==> config.mk <==
export PLATFORM = sky130hd
export DESIGN_NAME = kat_dpath
export DESIGN_NICKNAME = d
export VERILOG_FILES = /design/src/rtl/core/kat_pkg.sv /design/src/rtl/core/kat_ram.sv /design/src/rtl/core/kat_dpath.sv
export SDC_FILE = /design/constraint.sdc
export NUM_CORES = 2
export LEC_CHECK = 0
export BUFFER_PORTS_ARGS = -buffer_cell sky130_fd_sc_hd__buf_4
export CAP_MARGIN = 20
export CORE_UTILIZATION = 57
export CTS_CLUSTER_SIZE = 25
export DETAILED_ROUTE_END_ITERATION = 6
export PLACE_DENSITY = 0.74
export SYNTH_ARGS = -nofsm -noshare
export SYNTH_HDL_FRONTEND = slang
export SYNTH_HIERARCHICAL = 1
export SYNTH_SLANG_ARGS = --single-unit
==> constraint.sdc <==
create_clock -name clk -period 32.2 [get_ports clk]
set_input_delay 0 -clock clk [delete_from_list [all_inputs] [get_ports clk]]
set_output_delay 0 -clock clk [all_outputs]
set_load 0.005 [all_outputs]
==> src/rtl/core/kat_pkg.sv <==
// ----------------------------------------------------------------------------
// Key allowlist table package
// Shared request, response, command and status types, and the request codes.
// ----------------------------------------------------------------------------
package kat_pkg;

  localparam logic [1:0] REQ_CONTAINS = 2'd0;
  localparam logic [1:0] REQ_ADD      = 2'd1;
  localparam logic [1:0] REQ_REMOVE   = 2'd2;
  localparam logic [1:0] REQ_READ     = 2'd3;

  localparam int KEY_BITS = 256;

  typedef struct packed {
    logic [1:0]  req_type;
    logic [63:0] key_w0;
    logic [63:0] key_w1;
    logic [63:0] key_w2;
    logic [63:0] key_w3;
    logic [3:0]  position;
  } kat_req_t;

  typedef struct packed {
    logic        ok;
    logic [3:0]  slot;
    logic [4:0]  live_count;
    logic [63:0] entry_w0;
    logic [63:0] entry_w1;
    logic [63:0] entry_w2;
    logic [63:0] entry_w3;
  } kat_rsp_t;

  typedef struct packed {
    logic req_load;
    logic scan_rd;
    logic rd_en;
    logic wr_en;
    logic wr_from_rd;
    logic cnt_inc;
    logic cnt_dec;
    logic out_load;
    logic out_ok;
    logic out_entry;
  } kat_cmd_t;

  typedef struct packed {
    logic       hit;
    logic       cmp_vld;
    logic [1:0] op;
    logic [3:0] pos;
    logic       pos_ok;
    logic       out_busy;
  } kat_sts_t;

endpackage

==> src/rtl/core/kat_ram.sv <==
// ----------------------------------------------------------------------------
// Generic RAM
// Single write port and single read port with a registered read.
// ----------------------------------------------------------------------------
module kat_ram #(
  parameter int WIDTH = 256,
  parameter int DEPTH = 16,
  localparam int AW = (DEPTH > 1) ? $clog2(DEPTH) : 1
) (
  input  logic             clk,
  input  logic             wr_en,
  input  logic [AW-1:0]    wr_addr,
  input  logic [WIDTH-1:0] wr_data,
  input  logic             rd_en,
  input  logic [AW-1:0]    rd_addr,
  output logic [WIDTH-1:0] rd_data
);

  logic [WIDTH-1:0] mem [DEPTH];
  logic [WIDTH-1:0] rd_data_r;

  always_ff @(posedge clk) begin
    if (wr_en) begin
      mem[wr_addr] <= wr_data;
    end
    if (rd_en) begin
      rd_data_r <= mem[rd_addr];
    end
  end

  assign rd_data = rd_data_r;

endmodule

==> src/rtl/core/kat_dpath.sv <==
// ----------------------------------------------------------------------------
// Key allowlist table datapath
// Request register, entry store, key compare, live count and result register.
// ----------------------------------------------------------------------------
module kat_dpath #(
  parameter int TABLE_CAP = 16,
  localparam int IDX_W = (TABLE_CAP > 1) ? $clog2(TABLE_CAP) : 1,
  localparam int CNT_W = $clog2(TABLE_CAP + 1)
) (
  input  logic              clk,
  input  logic              rst_n,
  input  kat_pkg::kat_req_t in_data,
  input  kat_pkg::kat_cmd_t cmd,
  input  logic [IDX_W-1:0]  rd_addr,
  input  logic [IDX_W-1:0]  wr_addr,
  input  logic [IDX_W-1:0]  res_slot,
  output kat_pkg::kat_sts_t sts,
  output logic [IDX_W-1:0]  hit_idx,
  output logic [CNT_W-1:0]  count,
  output logic              out_valid,
  input  logic              out_stall,
  output kat_pkg::kat_rsp_t out_data
);
  import kat_pkg::*;

  localparam int CMP_W = (CNT_W > 4) ? CNT_W : 4;

  kat_req_t             req_r;
  logic [KEY_BITS-1:0]  key;
  logic [KEY_BITS-1:0]  rd_data;
  logic [KEY_BITS-1:0]  wr_data;
  logic                 cmp_vld_r;
  logic [IDX_W-1:0]     cmp_idx_r;
  logic [CNT_W-1:0]     count_r;
  logic [CNT_W-1:0]     count_nxt;
  logic                 out_valid_r;
  kat_rsp_t             out_data_r;
  kat_rsp_t             out_data_nxt;

  assign key     = {req_r.key_w0, req_r.key_w1, req_r.key_w2, req_r.key_w3};
  assign wr_data = cmd.wr_from_rd ? rd_data : key;

  kat_ram #(
    .WIDTH(KEY_BITS),
    .DEPTH(TABLE_CAP)
  ) u_ram (
    .clk    (clk),
    .wr_en  (cmd.wr_en),
    .wr_addr(wr_addr),
    .wr_data(wr_data),
    .rd_en  (cmd.rd_en),
    .rd_addr(rd_addr),
    .rd_data(rd_data)
  );

  always_ff @(posedge clk) begin
    if (cmd.req_load) begin
      req_r <= in_data;
    end
    if (cmd.scan_rd) begin
      cmp_idx_r <= rd_addr;
    end
    if (cmd.out_load) begin
      out_data_r <= out_data_nxt;
    end
  end

  always_comb begin
    count_nxt = count_r;
    if (cmd.cnt_inc) begin
      count_nxt = count_r + 1'b1;
    end else if (cmd.cnt_dec) begin
      count_nxt = count_r - 1'b1;
    end
  end

  always_ff @(posedge clk) begin
    if (!rst_n) begin
      cmp_vld_r   <= 1'b0;
      count_r     <= '0;
      out_valid_r <= 1'b0;
    end else begin
      cmp_vld_r <= cmd.scan_rd;
      count_r   <= count_nxt;
      if (cmd.out_load) begin
        out_valid_r <= 1'b1;
      end else if (!out_stall) begin
        out_valid_r <= 1'b0;
      end
    end
  end

  always_comb begin
    out_data_nxt            = '0;
    out_data_nxt.ok         = cmd.out_ok;
    out_data_nxt.slot       = cmd.out_ok ? 4'(res_slot) : 4'd0;
    out_data_nxt.live_count = 5'(count_r);
    if (cmd.out_entry) begin
      out_data_nxt.entry_w0 = rd_data[255:192];
      out_data_nxt.entry_w1 = rd_data[191:128];
      out_data_nxt.entry_w2 = rd_data[127:64];
      out_data_nxt.entry_w3 = rd_data[63:0];
    end
  end

  always_comb begin
    sts          = '0;
    sts.hit      = cmp_vld_r && (rd_data == key);
    sts.cmp_vld  = cmp_vld_r;
    sts.op       = req_r.req_type;
    sts.pos      = req_r.position;
    sts.pos_ok   = CMP_W'(req_r.position) < CMP_W'(count_r);
    sts.out_busy = out_valid_r && out_stall;
  end

  assign hit_idx   = cmp_idx_r;
  assign count     = count_r;
  assign out_valid = out_valid_r;
  assign out_data  = out_data_r;

  a_count_bound: assert property (@(posedge clk) disable iff (!rst_n)
    count_r <= CNT_W'(TABLE_CAP))
    else $error("Live count exceeds the table capacity.");

  a_count_step: assert property (@(posedge clk) disable iff (!rst_n)
    (count_r == $past(count_r)) || (count_r == $past(count_r) + 1'b1) ||
    (count_r == $past(count_r) - 1'b1))
    else $error("Live count moved by more than one entry.");

endmodule

; ---- Word level (Yosys, flattened, before mapping)
; Memories as Yosys holds them, arrays and structs flattened. A register that Yosys moved wholly into a read port is not among the register bits.
; Cells that the tools add are included.
[op_classes]
add_sub_neg = 2
order_cmp = 1
eq_ne = 2
muxes = 7
n_reduce_logical = 3
[op_table]
columns = op, count
row1 = $eq A256 B256 Y1, 1
row2 = $mux W256, 1
row3 = $mux W5, 2
row4 = $add A5 B1 Y5 const B, 1
row5 = $lt A4 B5 Y1, 1
row6 = $sub A5 B1 Y5 const B, 1
row7 = $mux W1, 4
row8 = $logic_and A1 B1 Y1, 2
row9 = $ne A2 B2 Y1 const B, 1
row10 = $reduce_bool A2 Y1, 1
[totals]
ff_bits = 539
ramBits = 4096
in_bits = 287
output_inout_bits = 286
wordCells = 33
mem_count = 1
[memory_table]
columns = name, words, word_bits, read_ports, rd_clocked_by_memory_dff, write_ports, line_no
row1 = u_ram.mem, 16, 256, 1, 1, 1, kat_ram.sv:19  ; logic [WIDTH-1:0] mem [DEPTH];

; ---- Longest topological paths before layout
[depth]
ltp_word = 3
mapped_depth = 8
depth_no_buf = 8

; ---- Cells and area by module
; The synthesis kept the hierarchy.
[by_module_without_submodules]
columns = mod, n_inst, cells_per_inst, area_each_um2, seq_area_each_um2
row1 = kat_ram, 1, 6648, 161218.4, 130685.3
row2 = kat_dpath, 1, 1705, 24181.9, 16115.5

; ---- Worst setup path before layout
; OpenSTA, ideal clock, no wires.
[synth_timing]
path_type = input -> register
startpoint = in wr_addr[2]
endpoint = mem u_ram.mem[0][0] (enable)
setup_time_ns = 1.190
arrival_time_ns = 17.733
required_time_ns = 31.010
setup_slack_ns = 13.276
path_stages = 2
path_buffers = 0
cell_sequence = or3b_2 -> nor3_1
[synth_rtl]
columns = element, line_no
row1 = "start, declared", kat_dpath.sv:15  ; input logic [IDX_W-1:0] wr_addr,
row2 = "end, declared", kat_ram.sv:19
; Straight into the memory's write port.

==> results.cfg <==
[sta]
maxSlewViolCount = 0
min_period_ps = 5680
slew_headroom_pct = 7.70
fin_crit_sh_pct = 17.6
rsz0062_at_grt = false
hold_violations = 0
worst_pin_slew_ps = 1380
clock-skew-final_ps = 56.2
fmax_mhz = 176
setup_violations = 0
tns_ps = 0

[yosys]
yosys.cell_types.count = 54
synth_top_area_cell = edfxtp_1
synth_cells = 8353
yosysWarnings = 6
synth_top_area_share_pct = 79.1
yosysSeqAreaShare_pct = 79.2
synth_edf_count = 4884
ys_ff_latch = 4891
async_flop_share_pct = 0
synth.area.top_cells = edfxtp_1, mux4_2, a22oi_1
synth_area_mm2 = 0.185
synth_nets = 8647
synth_ff_type = edfxtp_1
synth_area_per_cell_um2 = 22.2

[critical_path]
critPathLaunch = rd_addr[0]
r2r-start = count[1]
cp_common_cell = buf_4
path_delay_family = buffers and inverters
cp-start-kind = input pin
cp.arrival_ps = 6420
crit_slowest_cell = buf_4
crit_type = in -> reg
path_max_fanout = 107
max_stage_delay_ps = 880
path_cells = dlygate4sd3_1 -> buf_16 -> buf_4 -> buf_4 -> buf_4 -> buf_4 -> buf_4 -> mux4_2 -> a22oi_1 -> nand2_1
critPathBufInv = 7
required_ps = 32940
cp-end-kind = register

[run]
maxCapViolCount = 0

[clock_tree]
post_cts_buffers = 0
worstSkewPairLatency_ps = 1020
cts_tree = built
htreeDepth = 5
path_clk_slew_ps = 60
cts_root_buf = clkbuf_16
clock_sinks = 4891
clk_path_buf_depth = 4
cts_buffers = 462

[drt]
wl_met3_mm = 74.8
wl_met2_mm = 249
drtIter0Drc = 16700
via_per_inst = 6.74
drt_wl_total_mm = 544
firstDrtPassIters = 7
wire_per_inst_um = 37.5
top_layer = met5
met1_length_mm = 183
ant_nets = 0
drcViolationCount = 362
vias = 97900

[global_route]
grt_pass1_vias = 97200
grt.total_usage_pct = 33.1
grt_pass1_wl_mm = 746
antenna_found_initial = 47
grt_overflow = 0
grt_max_degree = 115

[floorplanning]
pin_count = 573
core_mm2 = 0.324
start_util_pct = 57.2
die_h_um = 572
die_w_um = 572
dieArea_mm2 = 0.328
core.rowCount = 209

[layout]
area.growth.synth_to_final_pct = 16.6
layout.cells.non_filler = 14500
fin_nets = 10100
final_common_cell = edfxtp_1
final_cell_mix = edfxtp_1, mux4_2, buf_4
drive_above_1_share_pct = 27.4
n_fill_cell = 19700

[placement]
gp_congestion = 0.952
placed_cells = 13100
dp_hpwl_mm = 304
numPortBuffers = 572

[outcome]
violations = design-rule violations
status = finished with violations

[power_and_ir_drop]
vdd_ir_drop_max_v = 0.0000539
leakage_nw = 70.9
powerDensity_mw_per_mm2 = 64.0

[worst_hold_path]
hp-class = in -> reg
hold_start = cmd[2]
sequential cells by signal, summed over array words and instances (netlist names):
register / count
key: 256
out_valid: 1
hit_idx: 4
count: 5
u_ram/rd_data: 256
sts: 6
out_data: 266
u_ram/mem: 4096
cmp_vld_r: 1
logic make-up after synthesis:
logic type | count (synthesis) | share of synthesized area, %
DFF | 4891 | 79.2
and+or+nand+nor | 757 | 2.16
xor gates and xnor gates | 143 | 0.676
buffers and inverters | 533 | 1.35
AOI/OAI and AO/OA | 729 | 2.87
adders and majority gates | 7 | 0.0513
muxes | 1293 | 13.7
path summary, 6_finish.rpt:
check | slack [ps] | depth (start not counted) | end
setup / recovery | 26520 | 10 | u_ram/rd_data[49]
hold / removal | 80 | 2 | out_data[246]
setup reg to reg | 29920 | 5 | count[1]
hold reg to reg | 520 | 0 | out_data[260]
Yosys cell counts, drive strengths merged, types with 7 or more instances:
library cell     n
edfxtp        4884
mux4           968
a22oi          454
mux2           290
nand2          275
and2           265
clkbuf         211
buf            207
inv            108
o21ai          100
xnor2           81
xor2            62
nand2b          60
nor2b           49
a221oi          38
o22ai           37
mux2i           35
o221ai          34
nand4           33
nor4            30
nor2            28
a22o            13
o2111ai         11
a2111oi          9
o2bb2ai          9
clkinv           7
dfxtp            7
metrics by stage:
stage | total power, mW | utilization, % | hold slack, ps | area [µm²] | setup slack, ps
after floorplan | 7.95 | - | 98.9 | 185000 | 13280
after global placement | 8.39 | 60.2 | 178 | 195000 | 26220
after detailed placement | 8.42 | 60.3 | 179 | 195000 | 26130
after CTS | 13.8 | 66.7 | 28.0 | 216000 | 26480
after global routing | 14.1 | 66.7 | 107 | 216000 | 25990
final | 13.8 | 66.7 | 84.4 | 216000 | 26520
report_power, final:
part | switching, mW | leakage (nW) | internal (mW)
sequential | 0.143 | 45.0 | 7.28
combinational | 0.621 | 18.5 | 0.350
clock | 2.39 | 7.34 | 3.06
metal layers:
layer,vias up,track usage (%)
met5,-,0
met4,26,19.3
met3,1393,9.38
met2,8183,50.2
met1,50500,43.4
li1,37800,-
area by class of cell:
class / count / area [µm²] / share of cell area (%)
clock buffers: 552 / 12000 / 5.56
repair buffers: 1389 / 12100 / 5.61
multi-input cells: 2929 / 36400 / 16.8
inverters: 115 / 432 / 0.200
diodes: 27 / 67.6 / 0.0313
well taps: 4325 / 5410 / 2.50
flip-flops and latches: 4891 / 147000 / 67.9
clock inverters: 293 / 2980 / 1.38
repair_timing:
| action | in CTS | in global routing |
|---|---|---|
| resized for setup | 0 | 0 |
| hold endpoints to repair | 1057 | 0 |
| hold buffers | 564 | 0 |
worst reg2reg max path, delay by kind of cell, from the launching register on:
family                     cells  cell delay (ps)
adders and majority gates      1              470
DFF                            1              450
AOI/OAI and AO/OA              2              150
buffers and inverters          2             1120
(Power assumes the default switching activity.)
