## config.mk

```make
export PLATFORM = sky130hd
export DESIGN_NAME = kat_ctrl
export DESIGN_NICKNAME = d
export VERILOG_FILES = /design/src/rtl/core/kat_pkg.sv /design/src/rtl/core/kat_ctrl.sv
export SDC_FILE = /design/constraint.sdc
export NUM_CORES = 1
export LEC_CHECK = 0
export ABC_AREA = 1
export BUFFER_PORTS_ARGS = -buffer_cell sky130_fd_sc_hd__buf_2
export CORE_AREA = 2 2 53 60
export DETAILED_ROUTE_END_ITERATION = 7
export DIE_AREA = 0 0 55 62
export HOLD_SLACK_MARGIN = 0.02
export PLACE_DENSITY_LB_ADDON = 0.25
export RECOVER_POWER = 100
export SKIP_CTS_REPAIR_TIMING = 1
export SLEW_MARGIN = 15
export SYNTH_ARGS = -nofsm -noshare
export SYNTH_HDL_FRONTEND = slang
export SYNTH_SLANG_ARGS = --single-unit
```

## constraint.sdc

```tcl
create_clock -name clk -period 2.25 [get_ports clk]
set_input_delay 0 -clock clk [delete_from_list [all_inputs] [get_ports clk]]
set_output_delay 0 -clock clk [all_outputs]
set_load 0.02 [all_outputs]
```

## src/rtl/core/kat_pkg.sv

```systemverilog
// ----------------------------------------------------------------------------
// Key allowlist table package
// Shared request, response, command and status types, and the request codes.
// ----------------------------------------------------------------------------
package kat_pkg;

  localparam logic [1:0] REQ_CONTAINS = 2'd0;
  localparam logic [1:0] REQ_ADD      = 2'd1;
  localparam logic [1:0] REQ_REMOVE   = 2'd2;
  localparam logic [1:0] REQ_READ     = 2'd3;

  localparam int KEY_BITS = 256;

  typedef struct packed {
    logic [1:0]  req_type;
    logic [63:0] key_w0;
    logic [63:0] key_w1;
    logic [63:0] key_w2;
    logic [63:0] key_w3;
    logic [3:0]  position;
  } kat_req_t;

  typedef struct packed {
    logic        ok;
    logic [3:0]  slot;
    logic [4:0]  live_count;
    logic [63:0] entry_w0;
    logic [63:0] entry_w1;
    logic [63:0] entry_w2;
    logic [63:0] entry_w3;
  } kat_rsp_t;

  typedef struct packed {
    logic req_load;
    logic scan_rd;
    logic rd_en;
    logic wr_en;
    logic wr_from_rd;
    logic cnt_inc;
    logic cnt_dec;
    logic out_load;
    logic out_ok;
    logic out_entry;
  } kat_cmd_t;

  typedef struct packed {
    logic       hit;
    logic       cmp_vld;
    logic [1:0] op;
    logic [3:0] pos;
    logic       pos_ok;
    logic       out_busy;
  } kat_sts_t;

endpackage

```

## src/rtl/core/kat_ctrl.sv

```systemverilog
// ----------------------------------------------------------------------------
// Key allowlist table controller
// Sequences the entry scan, the add, the swap remove and the read per request.
// ----------------------------------------------------------------------------
module kat_ctrl #(
  parameter int TABLE_CAP = 16,
  localparam int IDX_W = (TABLE_CAP > 1) ? $clog2(TABLE_CAP) : 1,
  localparam int CNT_W = $clog2(TABLE_CAP + 1)
) (
  input  logic              clk,
  input  logic              rst_n,
  input  logic              in_valid,
  output logic              in_stall,
  input  kat_pkg::kat_sts_t sts,
  input  logic [IDX_W-1:0]  hit_idx,
  input  logic [CNT_W-1:0]  count,
  output kat_pkg::kat_cmd_t cmd,
  output logic [IDX_W-1:0]  rd_addr,
  output logic [IDX_W-1:0]  wr_addr,
  output logic [IDX_W-1:0]  res_slot
);
  import kat_pkg::*;

  localparam logic [2:0] ST_IDLE = 3'd0;
  localparam logic [2:0] ST_SCAN = 3'd1;
  localparam logic [2:0] ST_RD   = 3'd2;
  localparam logic [2:0] ST_RMWR = 3'd3;
  localparam logic [2:0] ST_FIN  = 3'd4;

  logic [2:0]       state_r;
  logic [2:0]       state_nxt;
  logic [CNT_W-1:0] idx_r;
  logic [CNT_W-1:0] idx_nxt;
  logic [IDX_W-1:0] slot_r;
  logic [IDX_W-1:0] slot_nxt;
  logic             ok_r;
  logic             ok_nxt;
  logic             entry_r;
  logic             entry_nxt;
  logic [CNT_W-1:0] last_cnt;

  assign last_cnt = count - 1'b1;

  always_comb begin
    state_nxt = state_r;
    idx_nxt   = idx_r;
    slot_nxt  = slot_r;
    ok_nxt    = ok_r;
    entry_nxt = entry_r;
    cmd       = '0;
    rd_addr   = idx_r[IDX_W-1:0];
    wr_addr   = slot_r;
    in_stall  = (state_r != ST_IDLE);
    case (state_r)
      ST_IDLE: begin
        if (in_valid) begin
          cmd.req_load = 1'b1;
          idx_nxt      = '0;
          state_nxt    = ST_SCAN;
        end
      end
      ST_SCAN: begin
        if (sts.op == REQ_READ) begin
          state_nxt = ST_RD;
        end else if (sts.hit) begin
          slot_nxt  = hit_idx;
          ok_nxt    = 1'b1;
          entry_nxt = 1'b0;
          state_nxt = ST_FIN;
          if (sts.op == REQ_REMOVE) begin
            if (CNT_W'(hit_idx) == last_cnt) begin
              cmd.cnt_dec = 1'b1;
            end else begin
              cmd.rd_en = 1'b1;
              rd_addr   = last_cnt[IDX_W-1:0];
              state_nxt = ST_RMWR;
            end
          end
        end else if ((idx_r == count) && !sts.cmp_vld) begin
          entry_nxt = 1'b0;
          state_nxt = ST_FIN;
          if ((sts.op == REQ_ADD) && (count < CNT_W'(TABLE_CAP))) begin
            cmd.wr_en   = 1'b1;
            wr_addr     = count[IDX_W-1:0];
            cmd.cnt_inc = 1'b1;
            ok_nxt      = 1'b1;
            slot_nxt    = count[IDX_W-1:0];
          end else begin
            ok_nxt   = 1'b0;
            slot_nxt = '0;
          end
        end else if (idx_r < count) begin
          cmd.scan_rd = 1'b1;
          cmd.rd_en   = 1'b1;
          idx_nxt     = idx_r + 1'b1;
        end
      end
      ST_RD: begin
        state_nxt = ST_FIN;
        if (sts.pos_ok) begin
          cmd.rd_en = 1'b1;
          rd_addr   = IDX_W'(sts.pos);
          slot_nxt  = IDX_W'(sts.pos);
          ok_nxt    = 1'b1;
          entry_nxt = 1'b1;
        end else begin
          slot_nxt  = '0;
          ok_nxt    = 1'b0;
          entry_nxt = 1'b0;
        end
      end
      ST_RMWR: begin
        cmd.wr_en      = 1'b1;
        cmd.wr_from_rd = 1'b1;
        cmd.cnt_dec    = 1'b1;
        state_nxt      = ST_FIN;
      end
      ST_FIN: begin
        if (!sts.out_busy) begin
          cmd.out_load  = 1'b1;
          cmd.out_ok    = ok_r;
          cmd.out_entry = entry_r;
          state_nxt     = ST_IDLE;
        end
      end
      default: begin
        state_nxt = ST_IDLE;
      end
    endcase
  end

  assign res_slot = slot_r;

  always_ff @(posedge clk) begin
    idx_r   <= idx_nxt;
    slot_r  <= slot_nxt;
    ok_r    <= ok_nxt;
    entry_r <= entry_nxt;
  end

  always_ff @(posedge clk) begin
    if (!rst_n) begin
      state_r <= ST_IDLE;
    end else begin
      state_r <= state_nxt;
    end
  end

  a_accept_busy: assert property (@(posedge clk) disable iff (!rst_n)
    (in_valid && !in_stall) |=> in_stall)
    else $error("A new transfer was taken while a request was in progress.");

  a_wr_no_cmp: assert property (@(posedge clk) disable iff (!rst_n)
    cmd.wr_en |-> !sts.cmp_vld)
    else $error("Entry write issued while a key compare was outstanding.");

endmodule

```

# --- Yosys cells after proc, flatten, opt, wreduce, memory -nomap -nowiden ---
# Index checks and enable logic that the tools add are counted.
word_totals:
  ff_bits: 14
  out_inout_bits: 23
op_classes:
  add_sub_neg: 2
  n_lt_le_gt_ge: 2
  eq_ne: 17
  mux: 64
  n_reduce_logical: 11
ops:
  columns: ["cell", "n"]
  rows:
  - ["two-way mux 4 bit", 15]
  - ["two-way mux 3 bit", 10]
  - ["two-way mux 5 bit", 5]
  - ["two-way mux 1 bit", 22]
  - ["one-hot mux 4 bit (2 select lines)", 2]
  - ["inequality test 2 bit, second input constant", 6]
  - ["one-hot mux 3 bit (4 select lines)", 1]
  - ["one-hot mux 1 bit (2 select lines)", 5]
  - ["one-hot mux 5 bit (2 select lines)", 1]
  - ["== test 3 x 2 -> 1 bit, second input constant", 2]
  - ["two-way mux 2 bit", 3]
  - ["AND reduction 3 bit", 2]
  - ["AND reduction 6 bit", 1]
  - ["adder 5 x 1 -> 5 bit, second input constant", 1]
  - ["== test 4 x 5 -> 1 bit", 1]
  - ["== test 5 bit", 1]
  - ["< comparator 5 bit", 1]
  - ["< comparator 5 bit, second input constant", 1]
  - ["subtractor 5 x 1 -> 5 bit, second input constant", 1]
  - ["== test 2 bit, second input constant", 2]
  - ["inequality test 4 bit, second input constant", 1]
  - ["nonzero test 2 bit", 2]
  - ["== test 3 x 1 -> 1 bit, second input constant", 1]
  - ["== test 3 bit, second input constant", 1]
  - ["7 further kinds", 8]

# --- Longest topological paths before layout ---
logic_depth:
  word_depth: 7
  mapped_depth: 12
  depth_no_buf: 12

# --- Worst setup path before layout ---
# OpenSTA, ideal clock, no wires.
synth_timing:
  kind: "reg2reg"
  from: "register idx_r[4]"
  to: "register entry_r, enable pin"
  setup_ns: 0.373
  t_arrival_ns: 1.493
  required_time_ns: 1.877
  setup_slack_ns: 0.384
  stages_incl_launch_ff: 8
  n_path_buf: 0
  path_cell_list: "edfxtp_1 ha_1 nand2_1 nor2_1 nand2_1 inv_2 nand2_1 a31oi_1"
synth_between:
  elab_chain_len: 4
synth_rtl:
  columns: ["item", "line_no", "rtl"]
  rows:
  - ["start, declared", "kat_ctrl.sv:32", "logic [CNT_W-1:0] idx_r;"]
  - ["start signal, assigned", "kat_ctrl.sv:135", "idx_r <= idx_nxt;"]
  - ["== test 5 bit", "kat_ctrl.sv:79", "end else if ((idx_r == count) && !sts.cmp_vld) begin"]
  - ["logical AND 1 bit", "kat_ctrl.sv:79", null]
  - ["inequality test 3 bit (no line)", null, null]
  - ["AND reduction 3 bit (no line)", null, null]
  - ["end signal, assigned", "kat_ctrl.sv:138", "entry_r <= entry_nxt;"]
  - ["end, declared", "kat_ctrl.sv:38", "logic entry_r;"]
# Every way passes these cells.
# A chain may end at the register's enable or synchronous reset.

# --- Final worst setup path ---
layout_timing:
  from: "register state_r[0]"
  to: "output port wr_addr[3]"
layout_between:
  elab_chain_len: 2
layout_rtl:
  columns: ["item", "line_no", "rtl"]
  rows:
  - ["start, declared", "kat_ctrl.sv:30", "logic [2:0] state_r;"]
  - ["start signal, assigned", "kat_ctrl.sv:145", "state_r <= state_nxt;"]
  - ["== test 3 x 1 -> 1 bit", "kat_ctrl.sv:54", "case (state_r)"]
  - ["two-way mux 4 bit", "kat_ctrl.sv:54", null]
  - ["end, declared", "kat_ctrl.sv:19", "output logic [IDX_W-1:0] wr_addr,"]
# Every way passes these cells.

==> reports/results.ini <==
[run_status]
status=finished, final reports clean

[synthesis]
synth_fa_ha_area_share_pct=6.33
synthXorXnorAreaFrac_pct=0.633
netlist_area_um2=1380
yosysWarnings=0
syn_nets=231
syn_inst=202
synth_cell_types=30
synth_compound_area_share_pct=12.7
synthSimpleGateAreaFrac_pct=41.7
synth-seq-area-share_pct=28.2
synth_top_family_by_area=simple AND/OR/NAND/NOR gates
ys_seq_elements=14
synth_mux_area_share_pct=0
synth.avg_cell_area_um2=6.85

[power]
ir_drop_mv=0.617
pwr-share-clk_pct=13.1
p_sw_uw=701
p_leak_uw=0.000812
combPwrFrac_pct=55.4
power_frac_seq_pct=31.6
swShare_pct=48.5
p_int_uw=744
p_per_area_nw_per_um2=880

[grt]
antenna_found_initial=0
grt_pass1_wl_um=5620
grt_use_total_pct=23.6
overflow=0
grt_pass1_vias=1254
grt_max_degree=12

[clock_network]
ctsHtreeMaxLevel=1
path_clk_slew_ns=0.09
cts_tree=built
numCtsBuffers=3
clock-sinks=14
insertion_delay_ns=0.29
cts_buffer_depth=2
clock-root-buffer=clkbuf_4

[final_layout]
diodes=0
fillers=297
post-route-util_pct=56.8
fin_area_um2=1640
area.growth.synth_to_final_pct=18.6
layout.cells.non_filler=285
drive_gt1_share_pct=21.9
fin_nets=281

[timing]
setup_viol=0
fmax_ghz=0.483
clock_skew_ns=0.00498
period_needed_ns=2.07
hold_viol_final=0
rsz0062_at_grt=false
drv_slew=0
slew_headroom_pct=64.8
finalCritPeriodShare_pct=91.9
timing.setup.tns_ns=0
tightest_slew_ns=0.526

[die]
core-area_um2=2890
dieArea_um2=3410
std_cell_rows=21
die_h_um=62
ioPinCount=45
die_width_um=55
initial_core_util_pct=47.9

[placed_design]
port_buffers=44
place.gp.congestion=0.898
place_hpwl_um=3070
dp_cells=280
dpl_cell_area_um2=1640

[critical_path]
required_ns=2.25
critical_path.slowest_cell=dfxtp_1
r2r_cells=8
slowest_delay_ns=0.38
critPathCaptureType=output port
crit_top_cell=nor2_4
arrival_ns=2.07
crit_fanout=11
start_kind=register
crit_type=reg2out
path_cells=inv_2 > nor2_4 > nand2_1 > nor2_4 > nand2_2 > nor2_4 > inv_2 > a32o_1 > buf_2

[drt]
drc=0
viasPerCell=5.27
antenna_left=0
routed_wl_um=3730
vias=1502
drtPass1Iterations=4
drtIter0Drc=52
routedWlPerCell_um=13.1

[worst_hold_path]
hold_path_class=in2reg
hold_depth=3

[run]
max-cap-violations=0

kinds of logic after synthesis:
group | Yosys count
flops | 14
xor+xnor | 1
buf+inv | 35
simple gates | 117
fa+ha+maj | 7
compound gates | 28
stage by stage:
step / hold slack (ns) / setup slack (ns) / power [µW]
floorplan: 0.0798 / 0.384 / 1070
global placement: 0.268 / 0.350 / 1280
detailed placement: 0.271 / 0.295 / 1290
CTS: -0.0388 / 0.161 / 1490
global route: 0.0522 / 0.0156 / 1570
finish: 0.0460 / 0.182 / 1440
cells in the final DEF (no fill, tap or decap):
master         count
nand2_1           46
nor2_1            30
inv_1             27
buf_2             27
nand3_1           21
clkbuf_1          16
o21ai_0           13
edfxtp_1          11
ha_1               7
inv_2              6
a21oi_1            5
nor2_4             4
a32o_1             4
nand2_2            3
nand4_1            3
clkbuf_4           3
dfxtp_1            3
nor2_2             2
nand2_4            2
nor3b_1            2
clkbuf_2           2
nor3_1             1
nand3_2            1
nand3b_1           1
clkinv_4           1
o211ai_1           1
a31o_2             1
o21a_1             1
a31oi_1            1
a211oi_1           1
a21oi_2            1
or2_2              1
xor2_1             1
clkbuf_8           1
dlygate4sd3_1      1
area by class of cell:
cell class | count | area, µm² | share of cell area, %
inverters | 34 | 133 | 8.08
clock buffers | 4 | 36.3 | 2.21
well taps | 34 | 42.5 | 2.59
multi-input cells | 153 | 825 | 50.2
flip-flops and latches | 14 | 390 | 23.8
repair buffers | 46 | 215 | 13.1
worst max-delay path, delay by kind of cell (launching register included):
family,cells,cell delay (ns)
AO/OA/AOI/OAI,1,0.20
buffers and inverters,3,0.27
flip-flops,1,0.38
AND/OR/NAND/NOR,5,0.93
power groups by stage:
stage          clock network (µW)  registers [µW]  logic, µW
6_report                      189             456        800
5_1_grt                       201             470        903
2_1_floorplan                   0             458        607
4_1_cts                       193             454        840
3_3_place_gp                    0             456        828
3_5_place_dp                    0             460        834
Yosys cell counts:
cell type  number  area share (%)
nand3_2         1            0.72
nor2_1         29             7.9
o21ai_0        13             4.7
a31oi_1         1            0.45
inv_2           7             1.9
a211oi_1        1            0.54
nand2_2         4             1.8
a31o_2          1            0.63
a21oi_1         5             1.8
nand4_1         3             1.4
edfxtp_1       11              24
or2_2           1            0.45
buf_6           1            0.81
inv_1          26             7.1
o21a_1          1            0.54
nor2_4          5             4.1
nor2_2          2            0.90
clkinv_4        1            0.63
ha_1            7             6.3
nand2_4         4             3.3
xor2_1          1            0.63
dfxtp_1         3             4.3
nor3b_1         2             1.1
nand2_1        43              12
a32o_1          4             2.9
o211ai_1        1            0.54
a21oi_2         1            0.63
nand3b_1        1            0.54
nor3_1          1            0.36
nand3_1        21             7.6
path summary, 6_finish.rpt:
path | from | endpoint | slack (ns)
setup / recovery | state_r[0] | wr_addr[3] | 0.18
hold / removal | sts[2] | res_slot[0] | 0.05
setup reg to reg | idx_r[1] | ok_r | 0.19
hold reg to reg | state_r[0] | state_r[2] | 0.64
flip-flops by register name (all words and copies together) (netlist names):
signal and cells:
res_slot 4, idx_r 5, state_r 3, entry_r 1, ok_r 1
per-layer routing:
metal	track usage [%]	vias to the layer above	wire (µm)
met3	3.83	9	285
met4	10.5	0	95
met2	39.1	59	1800
li1	-	768	-
met1	30.0	666	1550
met5	0	-	0
(Power assumes the default switching activity.)
